--- config.mk ---
export PLATFORM = sky130hd
export DESIGN_NAME = rwevc_dp
export DESIGN_NICKNAME = d
export VERILOG_FILES = /design/src/hdl/random_walk_excursion_visit_counter_defines.svh /design/src/hdl/rwevc_pkg.sv /design/src/hdl/rwevc_dp.sv
export SDC_FILE = /design/constraint.sdc
export NUM_CORES = 2
export LEC_CHECK = 0
export BUFFER_PORTS_ARGS = -buffer_cell sky130_fd_sc_hd__clkbuf_2
export CORE_UTILIZATION = 55
export DETAILED_ROUTE_END_ITERATION = 10
export GPL_TIMING_DRIVEN = 0
export PLACE_DENSITY_LB_ADDON = 0.12
export SLEW_MARGIN = 10
export SYNTH_ARGS = -nofsm -noshare
export SYNTH_HDL_FRONTEND = slang
export SYNTH_SLANG_ARGS = --single-unit
--- constraint.sdc ---
create_clock -name clk -period 6.7 [get_ports clk]
set_input_delay 1.34 -clock clk [delete_from_list [all_inputs] [get_ports clk]]
set_output_delay 1.34 -clock clk [all_outputs]
set_load 0.02 [all_outputs]
--- src/hdl/random_walk_excursion_visit_counter_defines.svh ---
// Assertion macros shared by the random walk excursion visit counter RTL.
// Depends on nothing; the top level takes it by include.
`ifndef RANDOM_WALK_EXCURSION_VISIT_COUNTER_DEFINES_SVH
`define RANDOM_WALK_EXCURSION_VISIT_COUNTER_DEFINES_SVH
`ifndef SYNTHESIS
// Checks that cons holds in the same cycle whenever ante holds.
`define RWEVC_ASSERT_SAME(label, clk, rst_n, ante, cons) \
    label: assert property (@(posedge clk) disable iff (!rst_n) (ante) |-> (cons)) \
        else $error("rwevc check failed");
// Checks that cons holds in the cycle after ante holds.
`define RWEVC_ASSERT_NEXT(label, clk, rst_n, ante, cons) \
    label: assert property (@(posedge clk) disable iff (!rst_n) (ante) |=> (cons)) \
        else $error("rwevc check failed");
`else
`define RWEVC_ASSERT_SAME(label, clk, rst_n, ante, cons)
`define RWEVC_ASSERT_NEXT(label, clk, rst_n, ante, cons)
`endif
`endif

--- src/hdl/rwevc_pkg.sv ---
// Package of the random walk excursion visit counter: types, constants, helpers.
// Depends on nothing; used by the interfaces, controller, datapath and top level.
`default_nettype none
package rwevc_pkg;

    localparam int NUM_STATES = 18;
    localparam int STATE_SPAN = 9;
    localparam int IDX_W      = 5;
    localparam int SUM_W      = 33;
    localparam int OUT_W      = 32;
    localparam int CFG_W      = 32;

    localparam logic [IDX_W-1:0] LAST_IDX = IDX_W'(NUM_STATES - 1);
    localparam logic [IDX_W-1:0] SPAN_IDX = IDX_W'(STATE_SPAN);

    localparam logic signed [SUM_W-1:0] SUM_MAX = 33'sh0_FFFF_FFFF;
    localparam logic signed [SUM_W-1:0] SUM_MIN = 33'sh1_0000_0000;
    localparam logic signed [SUM_W-1:0] SPAN_HI = 33'sd9;
    localparam logic signed [SUM_W-1:0] SPAN_LO = -33'sd9;

    localparam logic [CFG_W-1:0] MIN_CYCLES_RESET = 32'd500;
    localparam logic [OUT_W-1:0] OUT_MAX          = 32'hFFFF_FFFF;

    typedef enum logic [1:0] {
        ST_ACCUM,
        ST_CLOSE,
        ST_EMIT
    } rwevc_state_t;

    // Commands from the controller to the datapath.
    typedef struct packed {
        logic             step;
        logic             seq_bit;
        logic             close;
        logic             load;
        logic             clear;
        logic [IDX_W-1:0] emit_idx;
    } rwevc_cmd_t;

    // Walk state reported at a given result position: -9..-1, then 1..9.
    function automatic logic signed [IDX_W-1:0] idx_to_state(input logic [IDX_W-1:0] idx);
        logic signed [IDX_W-1:0] st;
        if (idx < SPAN_IDX)
        begin
            st = signed'(idx - SPAN_IDX);
        end
        else
        begin
            st = signed'(idx - SPAN_IDX + IDX_W'(1));
        end
        return st;
    endfunction

endpackage
`default_nettype wire

--- src/hdl/rwevc_dp.sv ---
// Datapath of the random walk excursion visit counter: sum, counters, output register.
// Depends on rwevc_pkg for constants, the command struct and the state decode.
`default_nettype none
module rwevc_dp
    import rwevc_pkg::*;
#(
    parameter int COUNT_WIDTH = 32
)
(
    input  wire logic             clk,
    input  wire logic             rst_n,
    input  wire rwevc_cmd_t       cmd,
    input  wire logic             cfg_we,
    input  wire logic [CFG_W-1:0] cfg_data,
    output logic signed [IDX_W-1:0] walk_state,
    output logic [OUT_W-1:0]      visit_count,
    output logic [OUT_W-1:0]      cycle_count,
    output logic                  applicable,
    output logic                  last_result
);

    localparam int EXT_W = (COUNT_WIDTH > OUT_W) ? COUNT_WIDTH : OUT_W;
    localparam logic [COUNT_WIDTH-1:0] CNT_MAX = {COUNT_WIDTH{1'b1}};

    logic signed [SUM_W-1:0] sum_reg, sum_next;
    logic [COUNT_WIDTH-1:0]  zero_reg;
    logic [COUNT_WIDTH-1:0]  cycles_reg;
    logic [COUNT_WIDTH-1:0]  visits_reg [NUM_STATES];
    logic [CFG_W-1:0]        min_cycles_reg;

    logic                    in_span;
    logic [IDX_W-1:0]        vidx;
    logic [IDX_W-1:0]        rd_addr;
    logic [COUNT_WIDTH-1:0]  rd_data;
    logic [EXT_W-1:0]        visits_ext;
    logic [EXT_W-1:0]        cycles_ext;

    logic signed [IDX_W-1:0] walk_state_reg;
    logic [OUT_W-1:0]        visit_count_reg;
    logic [OUT_W-1:0]        cycle_count_reg;
    logic                    applicable_reg;
    logic                    last_result_reg;

    always_comb
    begin
        if (cmd.seq_bit)
        begin
            sum_next = (sum_reg == SUM_MAX) ? sum_reg : sum_reg + SUM_W'(1);
        end
        else
        begin
            sum_next = (sum_reg == SUM_MIN) ? sum_reg : sum_reg - SUM_W'(1);
        end
        in_span = (sum_next >= SPAN_LO) && (sum_next <= SPAN_HI) && (sum_next != '0);
        if (sum_next < 0)
        begin
            vidx = sum_next[IDX_W-1:0] + IDX_W'(STATE_SPAN);
        end
        else
        begin
            vidx = sum_next[IDX_W-1:0] + IDX_W'(STATE_SPAN - 1);
        end
        // Stepping and emitting never overlap, so one read port serves both.
        rd_addr    = cmd.load ? cmd.emit_idx : vidx;
        rd_data    = visits_reg[rd_addr];
        visits_ext = EXT_W'(rd_data);
        cycles_ext = EXT_W'(cycles_reg);
    end

    always_ff @(posedge clk or negedge rst_n)
    begin
        if (!rst_n)
        begin
            sum_reg        <= '0;
            zero_reg       <= '0;
            cycles_reg     <= '0;
            min_cycles_reg <= MIN_CYCLES_RESET;
            for (int i = 0; i < NUM_STATES; i++)
            begin
                visits_reg[i] <= '0;
            end
        end
        else
        begin
            if (cfg_we)
            begin
                min_cycles_reg <= cfg_data;
            end
            if (cmd.clear)
            begin
                sum_reg  <= '0;
                zero_reg <= '0;
                for (int i = 0; i < NUM_STATES; i++)
                begin
                    visits_reg[i] <= '0;
                end
            end
            else if (cmd.step)
            begin
                sum_reg <= sum_next;
                if (sum_next == '0)
                begin
                    zero_reg <= (zero_reg == CNT_MAX) ? zero_reg
                                                      : zero_reg + COUNT_WIDTH'(1);
                end
                else if (in_span)
                begin
                    visits_reg[vidx] <= (rd_data == CNT_MAX) ? rd_data
                                                             : rd_data + COUNT_WIDTH'(1);
                end
            end
            // J counts one more cycle when the walk ends away from zero.
            if (cmd.close)
            begin
                cycles_reg <= (sum_reg != '0 && zero_reg != CNT_MAX) ?
                              zero_reg + COUNT_WIDTH'(1) : zero_reg;
            end
        end
    end

    always_ff @(posedge clk)
    begin
        if (cmd.load)
        begin
            walk_state_reg  <= idx_to_state(cmd.emit_idx);
            visit_count_reg <= (visits_ext > EXT_W'(OUT_MAX)) ? OUT_MAX
                                                              : visits_ext[OUT_W-1:0];
            cycle_count_reg <= (cycles_ext > EXT_W'(OUT_MAX)) ? OUT_MAX
                                                              : cycles_ext[OUT_W-1:0];
            applicable_reg  <= cycles_ext >= EXT_W'(min_cycles_reg);
            last_result_reg <= cmd.emit_idx == LAST_IDX;
        end
    end

    assign walk_state  = walk_state_reg;
    assign visit_count = visit_count_reg;
    assign cycle_count = cycle_count_reg;
    assign applicable  = applicable_reg;
    assign last_result = last_result_reg;

endmodule
`default_nettype wire

---- Word level (Yosys, flattened, before mapping) ----
Index checks and enable logic that the tools add are counted.
operators by class
  add/sub/neg operators ................... 8
  $lt $le $gt $ge ......................... 10
  equal/unequal tests ..................... 8
  muxes and demuxes ....................... 24
  bitwise logic cells ..................... 2
  reductions and logical operators ........ 12
operator list
  operator                                                     number
  two-way mux 576 bit                                          4
  bitwise mux 576 bit                                          1
  two-way mux 32 bit                                           9
  two-way mux 33 bit                                           5
  binary-select mux 32 bit (select 5 bit)                      1
  demux 32 bit (select 5 bit)                                  1
  equality test 33 bit, second input constant                  2
  nonzero test 33 bit                                          2
  adder 32 x 1 -> 32 bit, second input constant                2
  equality test 32 bit, second input constant                  2
  greater-than comparator 32 bit, second input constant        2
  adder 33 x 2 -> 33 bit, second input constant                1
  >= comparator 33 x 5 -> 1 bit, second input constant         1
  <= comparator 33 x 5 -> 1 bit, second input constant         1
  logical NOT 33 bit                                           1
  less-than comparator 33 x 1 -> 1 bit, second input constant  1
  subtractor 33 x 2 -> 33 bit, second input constant           1
  >= comparator 32 bit                                         1
  != test 32 bit, second input constant                        1
  two-way mux 5 bit                                            3
  >= comparator 6 bit, second input constant                   2
  inverter 5 -> 6 bit                                          2
  adder 5 x 4 -> 5 bit, second input constant                  2
  less-than comparator 6 x 1 -> 1 bit, second input constant   1
  other kinds (8)                                              15
storage, ports and cells
  flip-flop bits (word level) ............. 776
  input bits .............................. 45
  output and inout bits ................... 71
  logic and storage cells ................. 91

---- Longest topological paths before layout ----
  depth in word-level cells ............... 17
  gate-level depth with buffers ........... 31
  gate-level depth less buffers ........... 25

---- Worst setup path before layout ----
No wires, ideal clock.
  path type ............................... input-to-reg
  start ................................... input cmd[8] in the netlist's numbering
  end ..................................... register visits_reg[129] in the netlist's numbering
  setup time .............................. 0.133 ns
  data arrival time ....................... 6.726 ns
  required time ........................... 6.567 ns
  path slack .............................. -0.159 ns
  cell stages on the path ................. 23
  buffers on the path ..................... 4
  cells stage by stage .................... nor4_1 > nand4_1 > o32ai_2 > a21oi_1 > ha_1 > clkbuf_1 > or4b_1 > o21ai_0 > or2_1 > buf_2 > nor2_1 > buf_2 > a32oi_1 > and3_1 > nor2_1 > inv_1 > ha_1 > nor4b_4 > nand3_2 > nor3_2 > mux2i_1 > clkbuf_1 > o21ai_0
between the ends
  longest elaborated chain between the ends .. 15
  elaborated cells on any way between the ends .. 33
  classes of those cells .................. add/sub: 3; order compare: 5; eq/ne: 2; mux: 14; bitwise: 2; reduce/logical: 7
ends and longest elaborated chain
  item                                                            line                              source
  from (decl)                                                     rwevc_dp.sv:12                    input wire rwevc_cmd_t cmd,
  two-way mux 33 bit (*)                                          rwevc_dp.sv:46                    if (cmd.seq_bit)
  less-than comparator 33 x 1 -> 1 bit (tied with other cells)    rwevc_dp.sv:55                    if (sum_next < 0)
  two-way mux 5 bit (*)                                           rwevc_dp.sv:55
  two-way mux 5 bit (*)                                           rwevc_dp.sv:64                    rd_addr = cmd.load ? cmd.emit_idx : vidx;
  inverter 5 -> 6 bit (implied by the code) (*)                   rwevc_dp.sv:65                    rd_data = visits_reg[rd_addr];
  binary-select mux 32 bit (select 5 bit) (*)                     rwevc_dp.sv:65
  two-way mux 32 bit (implied by the code) (*) (2 in series)      rwevc_dp.sv:65
  net rd_data[0]                                                  rwevc_dp.sv:34                    logic [COUNT_WIDTH-1:0] rd_data;
  adder 32 x 1 -> 32 bit or equality test 32 bit (tied branches)  rwevc_dp.sv:109, rwevc_dp.sv:108
  two-way mux 32 bit (*)                                          rwevc_dp.sv:108                   visits_reg[vidx] <= (rd_data == CNT_MAX) ? rd_data
  bitwise mux 576 bit (*)                                         rwevc_dp.sv:108
  two-way mux 576 bit (*)                                         rwevc_dp.sv:106                   else if (in_span)
  two-way mux 576 bit (*)                                         rwevc_dp.sv:101                   if (sum_next == '0)
  two-way mux 576 bit (*)                                         rwevc_dp.sv:98                    else if (cmd.step)
  two-way mux 576 bit (*)                                         rwevc_dp.sv:89                    if (cmd.clear)
  to (signal, indexed assignment)                                 rwevc_dp.sv:108
  to (decl)                                                       rwevc_dp.sv:28                    logic [COUNT_WIDTH-1:0] visits_reg [NUM_STATES];
Mark *: on every way through the listed nets, which the timed path passes. The rest lies on a longest branch. The select of a mux whose other input is x is not followed.
A chain may end at the register's enable or synchronous reset.

---- Worst setup path in the final report ----
  start ................................... register sum_reg[0]
  end ..................................... register visits_reg[296] in the netlist's numbering
between the ends
  longest elaborated chain between the ends .. 17
  elaborated cells on any way between the ends .. 39
  classes of those cells .................. add/sub: 5; order compare: 5; eq/ne: 4; mux: 16; bitwise: 2; reduce/logical: 7
ends and longest elaborated chain
  item                                                          line                            source
  from (decl)                                                   rwevc_dp.sv:25                  logic signed [SUM_W-1:0] sum_reg, sum_next;
  from (signal assigned)                                        rwevc_dp.sv:100                 sum_reg <= sum_next;
  subtractor 33 x 2 -> 33 bit (tied with other cells)           rwevc_dp.sv:52                  sum_next = (sum_reg == SUM_MIN) ? sum_reg : sum_reg - SUM_W'(1);
  two-way mux 33 bit, on equally long branches                  rwevc_dp.sv:52, rwevc_dp.sv:48
  two-way mux 33 bit (*)                                        rwevc_dp.sv:46
  less-than comparator 33 x 1 -> 1 bit (tied with other cells)  rwevc_dp.sv:55
  two-way mux 5 bit (*)                                         rwevc_dp.sv:55
  two-way mux 5 bit (*)                                         rwevc_dp.sv:64
  inverter 5 -> 6 bit (implied by the code) (*)                 rwevc_dp.sv:65
  binary-select mux 32 bit (select 5 bit) (*)                   rwevc_dp.sv:65
  two-way mux 32 bit (implied by the code) (*) (2 in series)    rwevc_dp.sv:65
  net rd_data[30]                                               rwevc_dp.sv:34
  equality test 32 bit (*)                                      rwevc_dp.sv:108
  two-way mux 32 bit (*)                                        rwevc_dp.sv:108
  bitwise mux 576 bit (*)                                       rwevc_dp.sv:108
  two-way mux 576 bit (*)                                       rwevc_dp.sv:106
  two-way mux 576 bit (*)                                       rwevc_dp.sv:101
  two-way mux 576 bit (*)                                       rwevc_dp.sv:98
  two-way mux 576 bit (*)                                       rwevc_dp.sv:89
Marks and branches as above.

==> impl_results.md <==
- Outcome: finished, final reports clean
- First-pass GRT wire length: around 220000 um
- Vias per cell: 6.48
- Fin area: 0.0462 mm2
- Crit Path Class: flop to flop
- R2r endpoint: visits_reg[296]
- GR Overflow Total: 0
- Synthesized area: 0.0389 mm2
- Max reg flops: roughly 580
- Die Y: 268 um
- Clk slew on worst S/H paths: about 0.060 ns
- Simple-gate portion of the synthesized area: 17.7%
- Routability cong.: 1.04
- Critical path peak fanout: 10
- Post-synth top cells: nand2_1 (908), dfrtp_1 (699), o21ai_0 (496), clkbuf_1 (204), nor2_1 (204)
- Post-CTS Hold Buffers: 0
- Wire length per cell: 26.9 um
- Least-Margin Pin Slew: between 1 and 1.5 ns
- CP Capture Type: flop
- Most area-consuming cells after synthesis: dfrtp_1 (45%), nand2_1 (8.8%), o21ai_0 (6.4%)
- Crit path required time: slightly above 7 ns
- Unrepaired setup endpoints after global routing: yes
- Final nets: roughly 4600
- Synth area leader: dfrtp_1
- Max Cap Viol: 0
- Net Count, Synth: 4232
- Post-DP Area: 0.0409 mm2
- Buf/Inv on CP: 9
- Period utilisation layout: between 90% and 100%
- Clock Path Buffers: 3
- Count of cell types in the netlist: 106
- DRC viols: 0
- Worst Hold Launch: visits_reg[88]
- Antenna violations before repair: 4
- CP max stage delay: 0.76 ns
- HP Class: flop to flop
- Vias in the first global route: 33100
- Setup total negative slack: 0 ns
- WP data arrival: roughly 7.2 ns
- Syn avg cell area: 9.39 um2
- CTS Buf Count: 84
- Crit path max-delay family: buffers and inverters
- Worst Hold Path EP: visits_reg[88]
- Post-Synthesis Cells: 4143
- Synth Register Bits: around 780
- Mux share of post-synthesis cell area: 6.12%
- Slowest CP cell: clkbuf_1
- Main combinational cell family by area after synthesis: simple AND/OR/NAND/NOR gates
- Post-synthesis compound-gate area fraction: 16.8%
- Sink Count: 776
- Final Critical Period: approximately 6.7 ns
- Starting Density: 55.6%
- Largest net degree at the start of global routing: 107
- Crit path depth: 27
- Synth Area in XOR/XNOR: under 10%
- Via Count: ~35000
- Std-Cell Rows: between 90 and 100
- Hpwl dp: 102000 um
- VDD IR max: 243 uV
- Top cell type's share of synthesized area: roughly 45%
- Worst setup SP type: flop
- Reg2Reg Depth: 27
- Ys Warns: 0
- Die X: around 270 um
- Top Ports: 116
- EDFF count, synth: 71
- Worst-Skew Late Latency: around 0.66 ns
- PortBufs: 112
- Post-Route WL: 147000 um
- Antenna-violating nets left: 0
- DRT Pass-1 Iters: 6
- CTS H-tree lvls: 3
- All-Layer GR Usage: 41.0%
- Reg2reg setup slack: 0.04 ns
- Cell with the most instances after synthesis: nand2_1
- RR Startpoint: sum_reg[0]
- Worst hold stages: 2
- Critical path's most frequent cell: buf_4
- Async SR Flop Fraction: 90.9%
- Final setup fails: 0
- Max-slew violations: 0
- Ys flop type: dfrtp_1
- 1st-iter DRT viols: 4420
- Root Driver: clkbuf_16
- Final Skew: 0.0338 ns
- P&R area growth vs syn: 18.6%
- Fmax: 150 MHz
- Critical path launch point: sum_reg[0]
- DIE AREA: 0.0718 mm2
- Adder-Cell Fraction of Synth Area: 1.41%
- Hold Vio Cnt, Final: 0
- Power per cell area: 283 mW/mm2
- Worst slew margin: 25.5%
- Leak: 0.0196 uW
- N_diodes: 0
- Share of layout cells above drive strength 1: 17.1%
- Core ar.: between 0.07 and 0.08 mm2
- Register area share after synthesis: 50.8%
- CTS tree: done
stage by stage:
step           power [uW]  setup WS (ns)  util [%]  instances  hold WS, ns
3_5_place_dp         7800          -3.65      58.4       5204        0.464
6_report            13100         0.0366      65.9       5479        0.475
4_1_cts             12700       -0.00148      64.5       5431        0.477
2_1_floorplan        6560         0.0270         -       4143        0.443
5_1_grt             13400         -0.100      65.9       5479        0.493
3_3_place_gp         7780         -12.83      58.1       5195        0.457
power by group:
group | switching [uW] | internal (uW) | leakage [uW]
Combinational | 2480 | 1070 | 0.00788
Clock | 2010 | 2600 | 0.00131
Sequential | 56.8 | 4860 | 0.0104
metal layers:
metal  global-route usage [%]  vias up  wire length, um
met4                     25.0        4             9970
li1                         -    15300                -
met2                     61.1     2167            64000
met5                        0        -               23
met1                     53.4    17500            56000
met3                     11.2      554            17400
tightest hold or removal path, cell delays in order (launching register included):
cell and delay, ns:
dfrtp_1 0.33, nand2_1 0.04, o21ai_0 0.06
repair_timing:
action | 4_1_cts | 5_1_grt
endpoints found under the hold margin | 0 | 0
setup buffers | 76 | 48
gates cloned | 1 | 4
gates resized for setup | 228 | 167
setup endpoints to repair | 602 | 576
pin swaps | 46 | 48
kinds of logic (layout without fill, tap and decap cells):
kind of cell    after synthesis  after routing
fa+ha+maj                    44             44
simple gates               1542           1542
mux                         213            213
flops                       776            776
compound gates             1065           1065
buf+inv                     378            773
xor+xnor                    125            126
area by class of cell:
class | count | area (um2)
Tap cell | 940 | 1180
Fill cell | 5820 | 23900
Multi-Input combinational cell | 2990 | 18600
Inverter | 76 | 288
Timing Repair Buffer | 249 | 1880
Clock buffer | 119 | 2380
Buffer | 296 | 1750
Sequential cell | 776 | 19800
Clock inverter | 33 | 295
placed cells by master (no fill, tap or decap), drive strengths merged, types with 23 or more instances in the layout:
cell,synthesis,routed
a32oi,74,74
nor2,210,210
o21ai,618,618
nand4,50,50
a22o,48,48
ha,44,44
or3,23,23
a21oi,124,124
mux2,39,39
nand3,96,96
xor2,45,46
mux2i,158,158
clkbuf,204,435
buf,98,229
clkinv,2,24
edfxtp,71,71
inv,74,76
nand2,909,909
nor3,80,80
nor4,32,32
dfrtp,699,699
and3,59,59
xnor2,80,80
how the worst max path moves through the flow:
| stage | end | slack [ns] |
|---|---|---|
| floorplan | visits_reg[129] | 0.03 |
| finish | visits_reg[296] | 0.04 |
| global route | visits_reg[511] | -0.10 |
| CTS | visits_reg[479] | -0.001 |
| detailed placement | visits_reg[479] | -3.65 |
| global placement | visits_reg[90] | -12.83 |
Note: power is estimated with default switching activity, not from simulation.
