**config.mk**
```make
export PLATFORM = sky130hd
export DESIGN_NAME = rwevc_ctrl
export DESIGN_NICKNAME = d
export VERILOG_FILES = /design/src/hdl/random_walk_excursion_visit_counter_defines.svh /design/src/hdl/rwevc_pkg.sv /design/src/hdl/rwevc_ctrl.sv
export SDC_FILE = /design/constraint.sdc
export NUM_CORES = 1
export LEC_CHECK = 0
export BUFFER_PORTS_ARGS = -buffer_cell sky130_fd_sc_hd__buf_2
export CORE_AREA = 10 10 47 49
export CTS_CLUSTER_SIZE = 24
export DETAILED_ROUTE_END_ITERATION = 10
export DIE_AREA = 0 0 57 59
export PLACE_DENSITY = 0.62
export SYNTH_ARGS = -nofsm -noshare
export SYNTH_HDL_FRONTEND = slang
export SYNTH_SLANG_ARGS = --single-unit
```
**constraint.sdc**
```tcl
create_clock -name clk -period 1.4 [get_ports clk]
set_input_delay 0.07 -clock clk [delete_from_list [all_inputs] [get_ports clk]]
set_output_delay 0.07 -clock clk [all_outputs]
set_load 0.005 [all_outputs]
```
**src/hdl/random_walk_excursion_visit_counter_defines.svh**
```systemverilog
// Assertion macros shared by the random walk excursion visit counter RTL.
// Depends on nothing; the top level takes it by include.
`ifndef RANDOM_WALK_EXCURSION_VISIT_COUNTER_DEFINES_SVH
`define RANDOM_WALK_EXCURSION_VISIT_COUNTER_DEFINES_SVH
`ifndef SYNTHESIS
// Checks that cons holds in the same cycle whenever ante holds.
`define RWEVC_ASSERT_SAME(label, clk, rst_n, ante, cons) \
    label: assert property (@(posedge clk) disable iff (!rst_n) (ante) |-> (cons)) \
        else $error("rwevc check failed");
// Checks that cons holds in the cycle after ante holds.
`define RWEVC_ASSERT_NEXT(label, clk, rst_n, ante, cons) \
    label: assert property (@(posedge clk) disable iff (!rst_n) (ante) |=> (cons)) \
        else $error("rwevc check failed");
`else
`define RWEVC_ASSERT_SAME(label, clk, rst_n, ante, cons)
`define RWEVC_ASSERT_NEXT(label, clk, rst_n, ante, cons)
`endif
`endif

```
**src/hdl/rwevc_pkg.sv**
```systemverilog
// Package of the random walk excursion visit counter: types, constants, helpers.
// Depends on nothing; used by the interfaces, controller, datapath and top level.
`default_nettype none
package rwevc_pkg;

    localparam int NUM_STATES = 18;
    localparam int STATE_SPAN = 9;
    localparam int IDX_W      = 5;
    localparam int SUM_W      = 33;
    localparam int OUT_W      = 32;
    localparam int CFG_W      = 32;

    localparam logic [IDX_W-1:0] LAST_IDX = IDX_W'(NUM_STATES - 1);
    localparam logic [IDX_W-1:0] SPAN_IDX = IDX_W'(STATE_SPAN);

    localparam logic signed [SUM_W-1:0] SUM_MAX = 33'sh0_FFFF_FFFF;
    localparam logic signed [SUM_W-1:0] SUM_MIN = 33'sh1_0000_0000;
    localparam logic signed [SUM_W-1:0] SPAN_HI = 33'sd9;
    localparam logic signed [SUM_W-1:0] SPAN_LO = -33'sd9;

    localparam logic [CFG_W-1:0] MIN_CYCLES_RESET = 32'd500;
    localparam logic [OUT_W-1:0] OUT_MAX          = 32'hFFFF_FFFF;

    typedef enum logic [1:0] {
        ST_ACCUM,
        ST_CLOSE,
        ST_EMIT
    } rwevc_state_t;

    // Commands from the controller to the datapath.
    typedef struct packed {
        logic             step;
        logic             seq_bit;
        logic             close;
        logic             load;
        logic             clear;
        logic [IDX_W-1:0] emit_idx;
    } rwevc_cmd_t;

    // Walk state reported at a given result position: -9..-1, then 1..9.
    function automatic logic signed [IDX_W-1:0] idx_to_state(input logic [IDX_W-1:0] idx);
        logic signed [IDX_W-1:0] st;
        if (idx < SPAN_IDX)
        begin
            st = signed'(idx - SPAN_IDX);
        end
        else
        begin
            st = signed'(idx - SPAN_IDX + IDX_W'(1));
        end
        return st;
    endfunction

endpackage
`default_nettype wire

```
**src/hdl/rwevc_ctrl.sv**
```systemverilog
// Controller of the random walk excursion visit counter: accumulate, close, emit.
// Depends on rwevc_pkg for the state type and the command struct.
`default_nettype none
module rwevc_ctrl
    import rwevc_pkg::*;
(
    input  wire logic clk,
    input  wire logic rst_n,
    input  wire logic in_valid,
    input  wire logic seq_bit,
    input  wire logic last_bit,
    input  wire logic out_ready,
    output logic      in_ready,
    output logic      out_valid,
    output rwevc_cmd_t cmd
);

    rwevc_state_t     state_reg, state_next;
    logic [IDX_W-1:0] emit_idx_reg, emit_idx_next;
    logic             out_valid_reg, out_valid_next;

    always_ff @(posedge clk or negedge rst_n)
    begin
        if (!rst_n)
        begin
            state_reg     <= ST_ACCUM;
            emit_idx_reg  <= '0;
            out_valid_reg <= 1'b0;
        end
        else
        begin
            state_reg     <= state_next;
            emit_idx_reg  <= emit_idx_next;
            out_valid_reg <= out_valid_next;
        end
    end

    // Next state.
    always_comb
    begin
        state_next = state_reg;
        case (state_reg)
            ST_ACCUM:
            begin
                if (in_valid && last_bit)
                begin
                    state_next = ST_CLOSE;
                end
            end
            ST_CLOSE:
            begin
                state_next = ST_EMIT;
            end
            ST_EMIT:
            begin
                if ((!out_valid_reg || out_ready) && emit_idx_reg == LAST_IDX)
                begin
                    state_next = ST_ACCUM;
                end
            end
            default:
            begin
                state_next = ST_ACCUM;
            end
        endcase
    end

    // Outputs and commands.
    always_comb
    begin
        cmd            = '0;
        in_ready       = 1'b0;
        cmd.seq_bit    = seq_bit;
        cmd.emit_idx   = emit_idx_reg;
        case (state_reg)
            ST_ACCUM:
            begin
                in_ready = 1'b1;
                cmd.step = in_valid;
            end
            ST_CLOSE:
            begin
                cmd.close = 1'b1;
            end
            ST_EMIT:
            begin
                cmd.load  = !out_valid_reg || out_ready;
                cmd.clear = cmd.load && (emit_idx_reg == LAST_IDX);
            end
            default:
            begin
                cmd.close = 1'b0;
            end
        endcase
    end

    always_comb
    begin
        emit_idx_next = emit_idx_reg;
        if (cmd.load)
        begin
            emit_idx_next = cmd.clear ? '0 : emit_idx_reg + IDX_W'(1);
        end
        if (cmd.load)
        begin
            out_valid_next = 1'b1;
        end
        else if (out_ready)
        begin
            out_valid_next = 1'b0;
        end
        else
        begin
            out_valid_next = out_valid_reg;
        end
    end

    assign out_valid = out_valid_reg;

endmodule
`default_nettype wire

```
# Word level (Yosys, flattened, before mapping)

Index checks and enable logic that the tools add are counted.

Equality and inequality tests: 5
Reductions and logical operators: 7
Divide/modulo/power cells: 0
$lt $le $gt $ge: 0
Multiply operators: 0
Muxes and demuxes: 10
$add $sub $neg: 1
Shifts and indexed selects: 0
Bitwise gates (word level): 0

Operator list:

| cell                                                            | number |
|---|---|
| 2-bit 2-to-1 mux                                                | 3 |
| 2-bit one-hot mux with 3 select lines                           | 1 |
| 5-bit by 1-bit adder with 5-bit output, second input constant   | 1 |
| 5-bit == test, second input constant                            | 1 |
| 1-bit 2-to-1 mux                                                | 5 |
| 5-bit 2-to-1 mux                                                | 1 |
| 2-bit inequality test, second input constant                    | 2 |
| 2-bit by 1-bit == test with 1-bit output, second input constant | 1 |
| 2-bit == test, second input constant                            | 1 |
| 1-bit logical AND                                               | 2 |
| 2-bit logical NOT                                               | 1 |
| 2-bit AND reduction                                             | 1 |
| 2-bit nonzero test                                              | 1 |
| 1-bit logical NOT                                               | 1 |
| 1-bit logical OR                                                | 1 |

Output and inout bits: 12
Register bits: 8
Word-level logic and storage cells: 26
Bits in latches: 0
Bits of input ports: 6
Memories: 0
RAM bits: 0
ROM bits: 0

# Logic depth before layout (Yosys ltp)

Gate-level depths: netlist of run 1.

Depth in word-level cells: 5
Depth in mapped cells: 5

# Worst setup path after synthesis of run 1

Ideal clock, no wire load.

Kind: register to register
From: register emit_idx_reg[0]
To: register emit_idx_reg[1]
Cell stages (with the launch flop): 4
Path slack: 0.147 ns
Clock period less this slack: 1.253 ns
Library setup time: 0.080 ns
Arrival: 1.173 ns
Path through: dfrtp_1 ha_1 or3_1 o22ai_2

Longest elaborated chain between the ends: 4
Elaborated cells between the ends (all ways): 5

Ends and longest elaborated chain:

| item                                                                           | RTL line          | text |
|---|---|---|
| start: declaration                                                             | rwevc_ctrl.sv:19  | `logic [IDX_W-1:0] emit_idx_reg, emit_idx_next;` |
| start signal: assignment                                                       | rwevc_ctrl.sv:33  | `emit_idx_reg <= emit_idx_next;` |
| branches (longest 3 deep; another with 5-bit by 1-bit adder with 5-bit output) | --                |  |
| 5-bit 2-to-1 mux (*)                                                           | rwevc_ctrl.sv:102 | `emit_idx_next = cmd.clear ? '0 : emit_idx_reg + IDX_W'(1);` |

Mark *: on every way between the ends.
A chain may end at the register's enable or synchronous reset.

==> flow_summary.toml, run 1 <==
[worst_setup_path]
end_kind = "output pin"
crit_type = "register to output pin"
cp-start-kind = "register"
cpMaxStageDelayCell = "dfrtp_1"
cp_cell_sequence = "inv_2 -> ha_1 -> nand3b_1 -> nor4_2 -> buf_2"
path_max_fanout = 3
arrival_ns = 1.32
max_stage_delay_ns = 0.39
crit_family = "flip-flops"
worst-path-buf-inv = 2
required_ns = 1.33

[outcome]
outcome = "finished clean"

[detailed_routing]
drt_wl_total_mm = 1.057
drcViolationCount = 0
vias = 405
drt_pass1_iterations = 3
drt_iter0_markers = 9
ant_nets = 0
wire_per_inst_um = 12.89
vias_per_cell = 4.939

[finish]
multi_input_area_sq_um = 256.5
fillCellCount = 144
largest_reg_flops = 5
drive_above_1_share_pct = 42.42
finish.utilization_pct = 44.11
layout_common_cells = "buf_2, dfrtp_1, nand2_1"
syn_to_final_growth_pct = 29.32
nNetsFinal = 76
n_antenna_cell = 0
final_common_cell = "buf_2"
seq_area_sq_um = 200.2

[logic_synthesis]
synthDistinctLibCells = 26
synth.avg_cell_area_sq_um = 9.957
yosys_warnings = 0
synth-seq-cells = 8
syn_nets = 56
syn-cell-area_sq_um = 478.0
synthCells = 48
ys_seq_area_share_pct = 41.88

[global_route]
antenna_found_initial = 0
grt_pass1_vias = 412
grt_first_pass_wirelength_mm = 1.863
grt_max_degree = 11
grtUsageTotal_pct = 7.009
grt_overflow = 0

[timing]
setup_violations = 0
hold_ws_ns = 0.04664
rsz0062_at_grt = "true"
fin_skew_ns = 0.004278
final_max_slew_viol_count = 0
hold_viol_final = 0
slew_headroom_pct = 81.01
fin_crit_sh_pct = 99.39
post-route-min-period_ns = 1.391
fmax_ghz = 0.7187
worstMarginPinSlew_ns = 0.2812

[clock_tree]
htreeDepth = 1
cts_root_buf = "clkbuf_4"
numCtsBuffers = 3
clock_sinks = 8
cts_buffer_depth = 2
cts_tree = "yes"
path_clk_slew_ns = 0.06
insertion_delay_ns = 0.26

[floorplanning]
core_area_sq_mm = 0.001401
row_count = 14
dieArea_sq_mm = 0.003363
num_io_pins = 18
fp.dieW_um = 57
floorplan.initialDensity_pct = 34.11
die_h_um = 59

[hold_path]
hold_path.class = "primary input to register"

[place]
port_buffers = 15
gp_congestion = 0.7590
dpl.hpwl_um = 784

[flow_run]
maxCapViolCount = 0

[power_and_ir_drop]
leakage_nw = 0.3019
power_density_mw_per_mm2 = 1964
power_w = 0.001214
vdd_ir_drop_max_uv = 904.2
==> report_power, final <==
group	switching, W	total (W)	internal [W]
Combinational	0.000293	0.000580	0.000287
Clock	0.0000843	0.000183	0.0000985
Sequential	0.000121	0.000451	0.000330
==> path summary, 6_finish.rpt <==
path | slack, ns | cells after the start | from | endpoint
worst max-delay path | 0.009 | 5 | emit_idx_reg[1]$_DFFE_PN0P_ | cmd[5]
worst min-delay path | 0.05 | 2 | last_bit | state_reg[0]$_DFFE_PN0P_
worst max register to register | 0.07 | 6 | emit_idx_reg[1]$_DFFE_PN0P_ | emit_idx_reg[0]$_DFFE_PN0P_
worst min register to register | 0.56 | 2 | out_valid$_DFFE_PN0P_ | out_valid$_DFFE_PN0P_
max in group asynchronous | 1.05 | 2 | rst_n | state_reg[0]$_DFFE_PN0P_
min in group asynchronous | 0.18 | 2 | rst_n | emit_idx_reg[3]$_DFFE_PN0P_
==> synth_stat cells (all sizes together) <==
cell / number / area [sq um]
nor4: 2 / 12.51
nand2b: 2 / 12.51
a211oi: 1 / 7.510
o21bai: 1 / 7.510
or3: 2 / 12.51
nor3: 2 / 20.02
and2: 1 / 6.260
o22ai: 1 / 12.51
nand3: 2 / 10.01
buf: 4 / 37.53
and3: 1 / 6.260
nand3b: 1 / 7.510
dfrtp: 8 / 200.2
xor2: 1 / 8.760
and2b: 1 / 7.510
nand2: 4 / 15.01
ha: 2 / 25.02
nor2: 2 / 7.510
o21ai: 2 / 10.00
nor2b: 2 / 12.51
mux2i: 1 / 10.01
o41ai: 1 / 8.760
a41oi: 1 / 8.760
inv: 3 / 11.26
==> layout make-up <==
type                       instances  share of cell area [%]
multi-input combinational         33                   41.50
tap                               16                   3.239
clock buffer                       3                   3.644
timing repair buffer              19                   17.41
inverter                           3                   1.822
sequential                         8                   32.39
==> metal layers <==
metal  share of wire [%]  routed length [um]  track usage (%)
met5                   0                   0                0
met4                 1.8                  19            5.034
met3                 9.6                 101            4.506
met2                  45                 473            9.302
met1                  44                 462            7.879
==> timing repair <==
| item | CTS | global route |
|---|---|---|
| hold buffers | 1 | 0 |
| setup endpoints to repair | 2 | 4 |
| pin swaps | 1 | 1 |
| hold endpoints to repair | 8 | 0 |
| setup buffers | 0 | 2 |
| resized for setup | 4 | 3 |
==> metrics by stage <==
stage / std cells / setup slack, ns / setup TNS (ns) / cell area, sq um
floorplan: 48 / 0.1470 / 0 / 478.0
global placement: 76 / 0.07519 / 0 / 543.0
detailed placement: 76 / 0.06837 / 0 / 543.0
CTS: 80 / -0.06272 / -0.06272 / 586.8
global route: 82 / -0.07082 / -0.07082 / 618.1
finish: 82 / 0.008548 / 0 / 618.1
==> cells by family after synthesis <==
| logic type | after synthesis | synth area share [%] |
|---|---|---|
| buffers and inverters | 7 | 10.21 |
| AND/OR/NAND/NOR | 22 | 27.23 |
| adder cells (fa/ha/maj) | 2 | 5.235 |
| AO/OA/AOI/OAI | 7 | 11.52 |
| multiplexers | 1 | 2.094 |
| XOR/XNOR | 1 | 1.833 |
| flip-flops | 8 | 41.88 |
==> worst register-to-register path, delay by kind of cell (launching register included) <==
family / cells / cell delay, ns
compound gates: 1 / 0.11
fa+ha+maj: 1 / 0.16
buf+inv: 2 / 0.24
flops: 1 / 0.39
simple gates: 2 / 0.31
Power figures use the tool's default switching activity.
==> run 2: changes to the inputs <==
CORE_AREA = default   (was 10 10 47 49)
CORE_MARGIN = 3   (was default)
CORE_UTILIZATION = 35   (was default)
DIE_AREA = default   (was 0 0 57 59)
PLACE_DENSITY = 0.61   (was 0.62)
clock period = 1.7 ns   (was 1.4 ns; I/O delays follow)
==> run 2 against run 1 <==
Compared with the run above: global-route usage up 4.3 points; clock skew about the same; flip-flop and latch count is the same; worst hold slack improved by 0.028 ns; utilization grew 4.7 points; non-clock buffer count fell by 2; via count fell by 4.7%.
==> flow_summary.toml, run 2 (synthesis results as in run 1) <==
[worst_setup_path]
end_kind = "output pin"
arrival_ns = 1.47
crit_type = "register to output pin"
path_max_fanout = 4
cp-start-kind = "register"
required_ns = 1.62
ff2ff_setup_slack_ns = 0.23

[place]
gp_congestion = 0.6658
dpl.hpwl_um = 667.6
port_buffers = 15
pre_cts_slack_ns = 0.3614
place_inst = 73

[power_and_ir_drop]
p_sw_share_pct = 40.86
intPower_w = 0.0005407
vdd_ir_drop_max_uv = 754.6
power_density_mw_per_mm2 = 1578
seq_power_share_pct = 40.7
power_switching_w = 0.0003736
p_clk_share_pct = 15.9
comb_power_share_pct = 43.3
leakage_nw = 0.2824

[detailed_routing]
vias_per_cell = 4.949
wire_per_inst_um = 11.53
drt_wl_total_um = 899
ant_nets = 0
drt_iter0_markers = 12
drcViolationCount = 0
vias = 386
drt_pass1_iterations = 5

[hold_path]
hold_path.class = "primary input to register"

[global_route]
grt_overflow = 0
grtUsageTotal_pct = 11.35
grt_first_pass_wirelength_mm = 1.511
grt_max_degree = 11
grt_pass1_vias = 328
antenna_found_initial = 0

[timing]
fin_ws_ns = 0.1460
rsz0062_at_grt = "false"
fin_crit_sh_pct = 91.41
hold_viol_final = 0
fmax_ghz = 0.6435
slew_headroom_pct = 56.40
worstMarginPinSlew_ns = 0.6526
post-route-min-period_ns = 1.554
setup_violations = 0
fin_setup_tns_ns = 0
fin_skew_ns = 0.003953
final_max_slew_viol_count = 0

[floorplanning]
row_count = 12
num_io_pins = 18
core_area_sq_mm = 0.001186
die_h_um = 42.96
dieArea_sq_mm = 0.001845
fp.dieW_um = 42.96
floorplan.initialDensity_pct = 40.30

[finish]
nNetsFinal = 74
layout_common_cells = "buf_2, dfrtp_1, nand2_1"
final_common_cell = "buf_2"
n_antenna_cell = 0
syn_to_final_growth_pct = 21.20
largest_reg_flops = 5
fillCellCount = 120
drive_above_1_share_pct = 35.94
finalNonFillerCells = 78

[clock_tree]
path_clk_slew_ns = 0.06
clock_sinks = 8
numCtsBuffers = 3
htreeDepth = 1
cts_tree = "yes"
insertion_delay_ns = 0.25
cts_root_buf = "clkbuf_4"
cts_buffer_depth = 2

[outcome]
outcome = "finished clean"

[flow_run]
maxCapViolCount = 0
## run 2: final timing paths
check / to / from / depth (start not counted)
worst max-delay path: cmd[5] / emit_idx_reg[1]$_DFFE_PN0P_ / 5
max in group asynchronous: state_reg[1]$_DFFE_PN0P_ / rst_n / 2
min in group asynchronous: emit_idx_reg[3]$_DFFE_PN0P_ / rst_n / 2
worst min-delay path: state_reg[0]$_DFFE_PN0P_ / last_bit / 2
worst max register to register: state_reg[1]$_DFFE_PN0P_ / emit_idx_reg[1]$_DFFE_PN0P_ / 6
worst min register to register: out_valid$_DFFE_PN0P_ / out_valid$_DFFE_PN0P_ / 2
## run 2: what timing repair did
| item | 4_1_cts | 5_1_grt |
|---|---|---|
| setup endpoints to repair | 0 | 1 |
| hold buffers | 1 | 0 |
| endpoints found under the hold margin | 8 | 0 |
| gates resized for setup | 0 | 1 |
| setup buffers | 0 | 1 |
## run 2: critical path, stage by stage (launching register included)
cell	delay, ns
dfrtp_1	0.41
inv_1	0.10
ha_1	0.17
nand3b_1	0.14
nor4_2	0.26
buf_2	0.15
## run 2: metal layers
layer  global-route usage, %  wire (um)
met1                   15.46        454
met2                   13.47        367
met3                   5.508         77
met4                   7.831          0
met5                       0          0
## run 2: cell type report
type                            count  area (sq um)  area share [%]
Timing Repair Buffer               17         92.59           15.98
Clock buffer                        3         22.52           3.888
Sequential cell                     8         200.2           34.56
Multi-Input combinational cell     33         235.2           40.60
Inverter                            3         11.26           1.944
Tap cell                           14         17.52           3.024
## run 2: power by group through the flow
stage / combinational (W) / sequential (W) / clock (W)
after detailed placement: 0.000395 / 0.000371 / 0
after floorplan: 0.000304 / 0.000362 / 0
after CTS: 0.000399 / 0.000369 / 0.000153
after global placement: 0.000395 / 0.000373 / 0
final: 0.000396 / 0.000372 / 0.000146
after global routing: 0.000449 / 0.000388 / 0.000172
## run 2: through the flow
step	total power (W)	hold WS [ns]	instance area [sq um]	utilization [%]
6_report	0.0009144	0.07456	579.3	48.84
3_5_place_dp	0.0007663	-0.06032	533.0	44.94
2_1_floorplan	0.0006660	-0.2106	478.0	-
4_1_cts	0.0009205	0.06611	565.5	47.68
5_1_grt	0.001010	0.06784	579.3	48.84
3_3_place_gp	0.0007679	-0.05714	533.0	44.94
==> run 3: changes to the inputs <==
CORE_MARGIN = 2   (was 3)
SETUP_SLACK_MARGIN = 0.2   (was default)
SLEW_MARGIN = 0   (was default)
==> run 3 against run 2 <==
Compared with the run above: power about the same; sequential power about the same; sequential share of layout area up 0.45 points; critical path type unchanged; critical endpoint unchanged.
==> flow_summary.toml, run 3 (synthesis results as in run 1) <==
[detailed_routing]
drt_wl_total_um = 886
vias_per_cell = 5.090
wire_per_inst_um = 11.36
drcViolationCount = 0
drt_iter0_markers = 3
ant_nets = 0
drt_pass1_iterations = 2
vias = 397

[finish]
layout_common_cells = "buf_2, dfrtp_1, nand2_1"
largest_reg_flops = 5
n_antenna_cell = 0
final_cell_area_sq_um = 571.8
finish.utilization_pct = 44.50
nNetsFinal = 73
drive_above_1_share_pct = 36.51
syn_to_final_growth_pct = 19.63
final_common_cell = "buf_2"

[worst_setup_path]
r2r_start = "emit_idx_reg[0]$_DFFE_PN0P_"
path_max_fanout = 4
end_kind = "output pin"
crit_type = "register to output pin"
arrival_ns = 1.39
cp-start-kind = "register"
required_ns = 1.62
worstSetupStartpoint = "emit_idx_reg[1]$_DFFE_PN0P_"

[power_and_ir_drop]
power_density_mw_per_mm2 = 1598
intPower_w = 0.0005454
seq_power_share_pct = 40.4
p_sw_share_pct = 40.30
vdd_ir_drop_max_uv = 758.6
comb_power_share_pct = 43.9
p_clk_share_pct = 15.7
power_w = 0.0009136
leakage_nw = 0.2793
power_switching_w = 0.0003682

[global_route]
grt_overflow = 0
grt_max_degree = 11
grtUsageTotal_pct = 13.27
grt_first_pass_wirelength_mm = 1.352
antenna_found_initial = 0
grt_pass1_vias = 315

[clock_tree]
cts_buffer_depth = 2
cts_root_buf = "clkbuf_4"
insertion_delay_ns = 0.25
numCtsBuffers = 3
cts_tree = "yes"
htreeDepth = 1
path_clk_slew_ns = 0.05
post_cts_buffers = 0
clock_sinks = 8

[timing]
fmax_ghz = 0.6794
fin_setup_tns_ns = 0
worstMarginPinSlew_ns = 0.3830
hold_viol_final = 0
fin_crit_sh_pct = 86.58
rsz0062_at_grt = "true"
final_max_slew_viol_count = 0
fin_skew_ns = 0.0001780
fin_ws_ns = 0.2281
setup_violations = 0
post-route-min-period_ns = 1.472
slew_headroom_pct = 74.35

[flow_run]
maxCapViolCount = 0

[floorplanning]
row_count = 13
fp.dieW_um = 40.96
floorplan.initialDensity_pct = 37.20
die_h_um = 40.96
dieArea_sq_mm = 0.001677
num_io_pins = 18
core_area_sq_mm = 0.001285

[place]
pre_cts_slack_ns = 0.3433
dpl_cell_area_sq_um = 534.3
gp_congestion = 0.7315
port_buffers = 15
dpl.hpwl_um = 652.7

[hold_path]
hold_path.class = "primary input to register"
min_from = "last_bit"

[outcome]
outcome = "finished clean"
[run 3: timing repair]
| action | in CTS | in global routing |
|---|---|---|
| setup endpoints to repair | 2 | 2 |
| hold buffers | 1 | 0 |
| hold endpoints to repair | 8 | 0 |
| pin swaps | 1 | 0 |
| gates resized for setup | 1 | 1 |
[run 3: stage by stage]
stage	hold WS, ns	instances
after global placement	-0.05603	74
final	0.05940	78
after global routing	0.06400	78
after detailed placement	-0.05886	74
after CTS	0.05400	78
after floorplan	-0.2106	48
[run 3: layer usage]
layer / vias to the layer above / GRT usage, % / part of all wire [%] / wire length [um]
li1: 201 / - / - / -
met1: 178 / 14.43 / 46 / 410
met2: 16 / 19.53 / 43 / 383
met3: 2 / 8.152 / 8.9 / 79
met4: 0 / 7.500 / 1.4 / 12
met5: - / 0 / 0 / 0
[run 3: worst paths after layout]
path,to,slack (ns),depth (start not counted)
hold reg to reg,out_valid$_DFFE_PN0P_,0.54,2
setup / recovery,cmd[5],0.23,5
min in group asynchronous,out_valid$_DFFE_PN0P_,0.21,2
setup reg to reg,emit_idx_reg[1]$_DFFE_PN0P_,0.40,3
max in group asynchronous,state_reg[1]$_DFFE_PN0P_,1.32,2
hold / removal,state_reg[0]$_DFFE_PN0P_,0.06,2
[run 3: layout make-up]
type	instances	area, sq um
clock buffers	3	22.52
fillers	134	713.2
inverters	3	11.26
multi-input cells	33	234.0
flip-flops and latches	8	200.2
well taps	15	18.77
repair buffers	16	85.08
[run 3: power by group through the flow]
stage	registers, W	clock network (W)	logic (W)
after floorplan	0.000362	0	0.000304
after detailed placement	0.000370	0	0.000396
final	0.000369	0.000143	0.000401
after global placement	0.000371	0	0.000393
after CTS	0.000367	0.000150	0.000403
after global routing	0.000385	0.000164	0.000457
[run 3: critical path, cell delays in order (launching register included)]
cell and delay, ns:
dfrtp_1 0.40, inv_1 0.10, ha_1 0.17, nand3b_1 0.14, nor4_1 0.18, buf_2 0.15
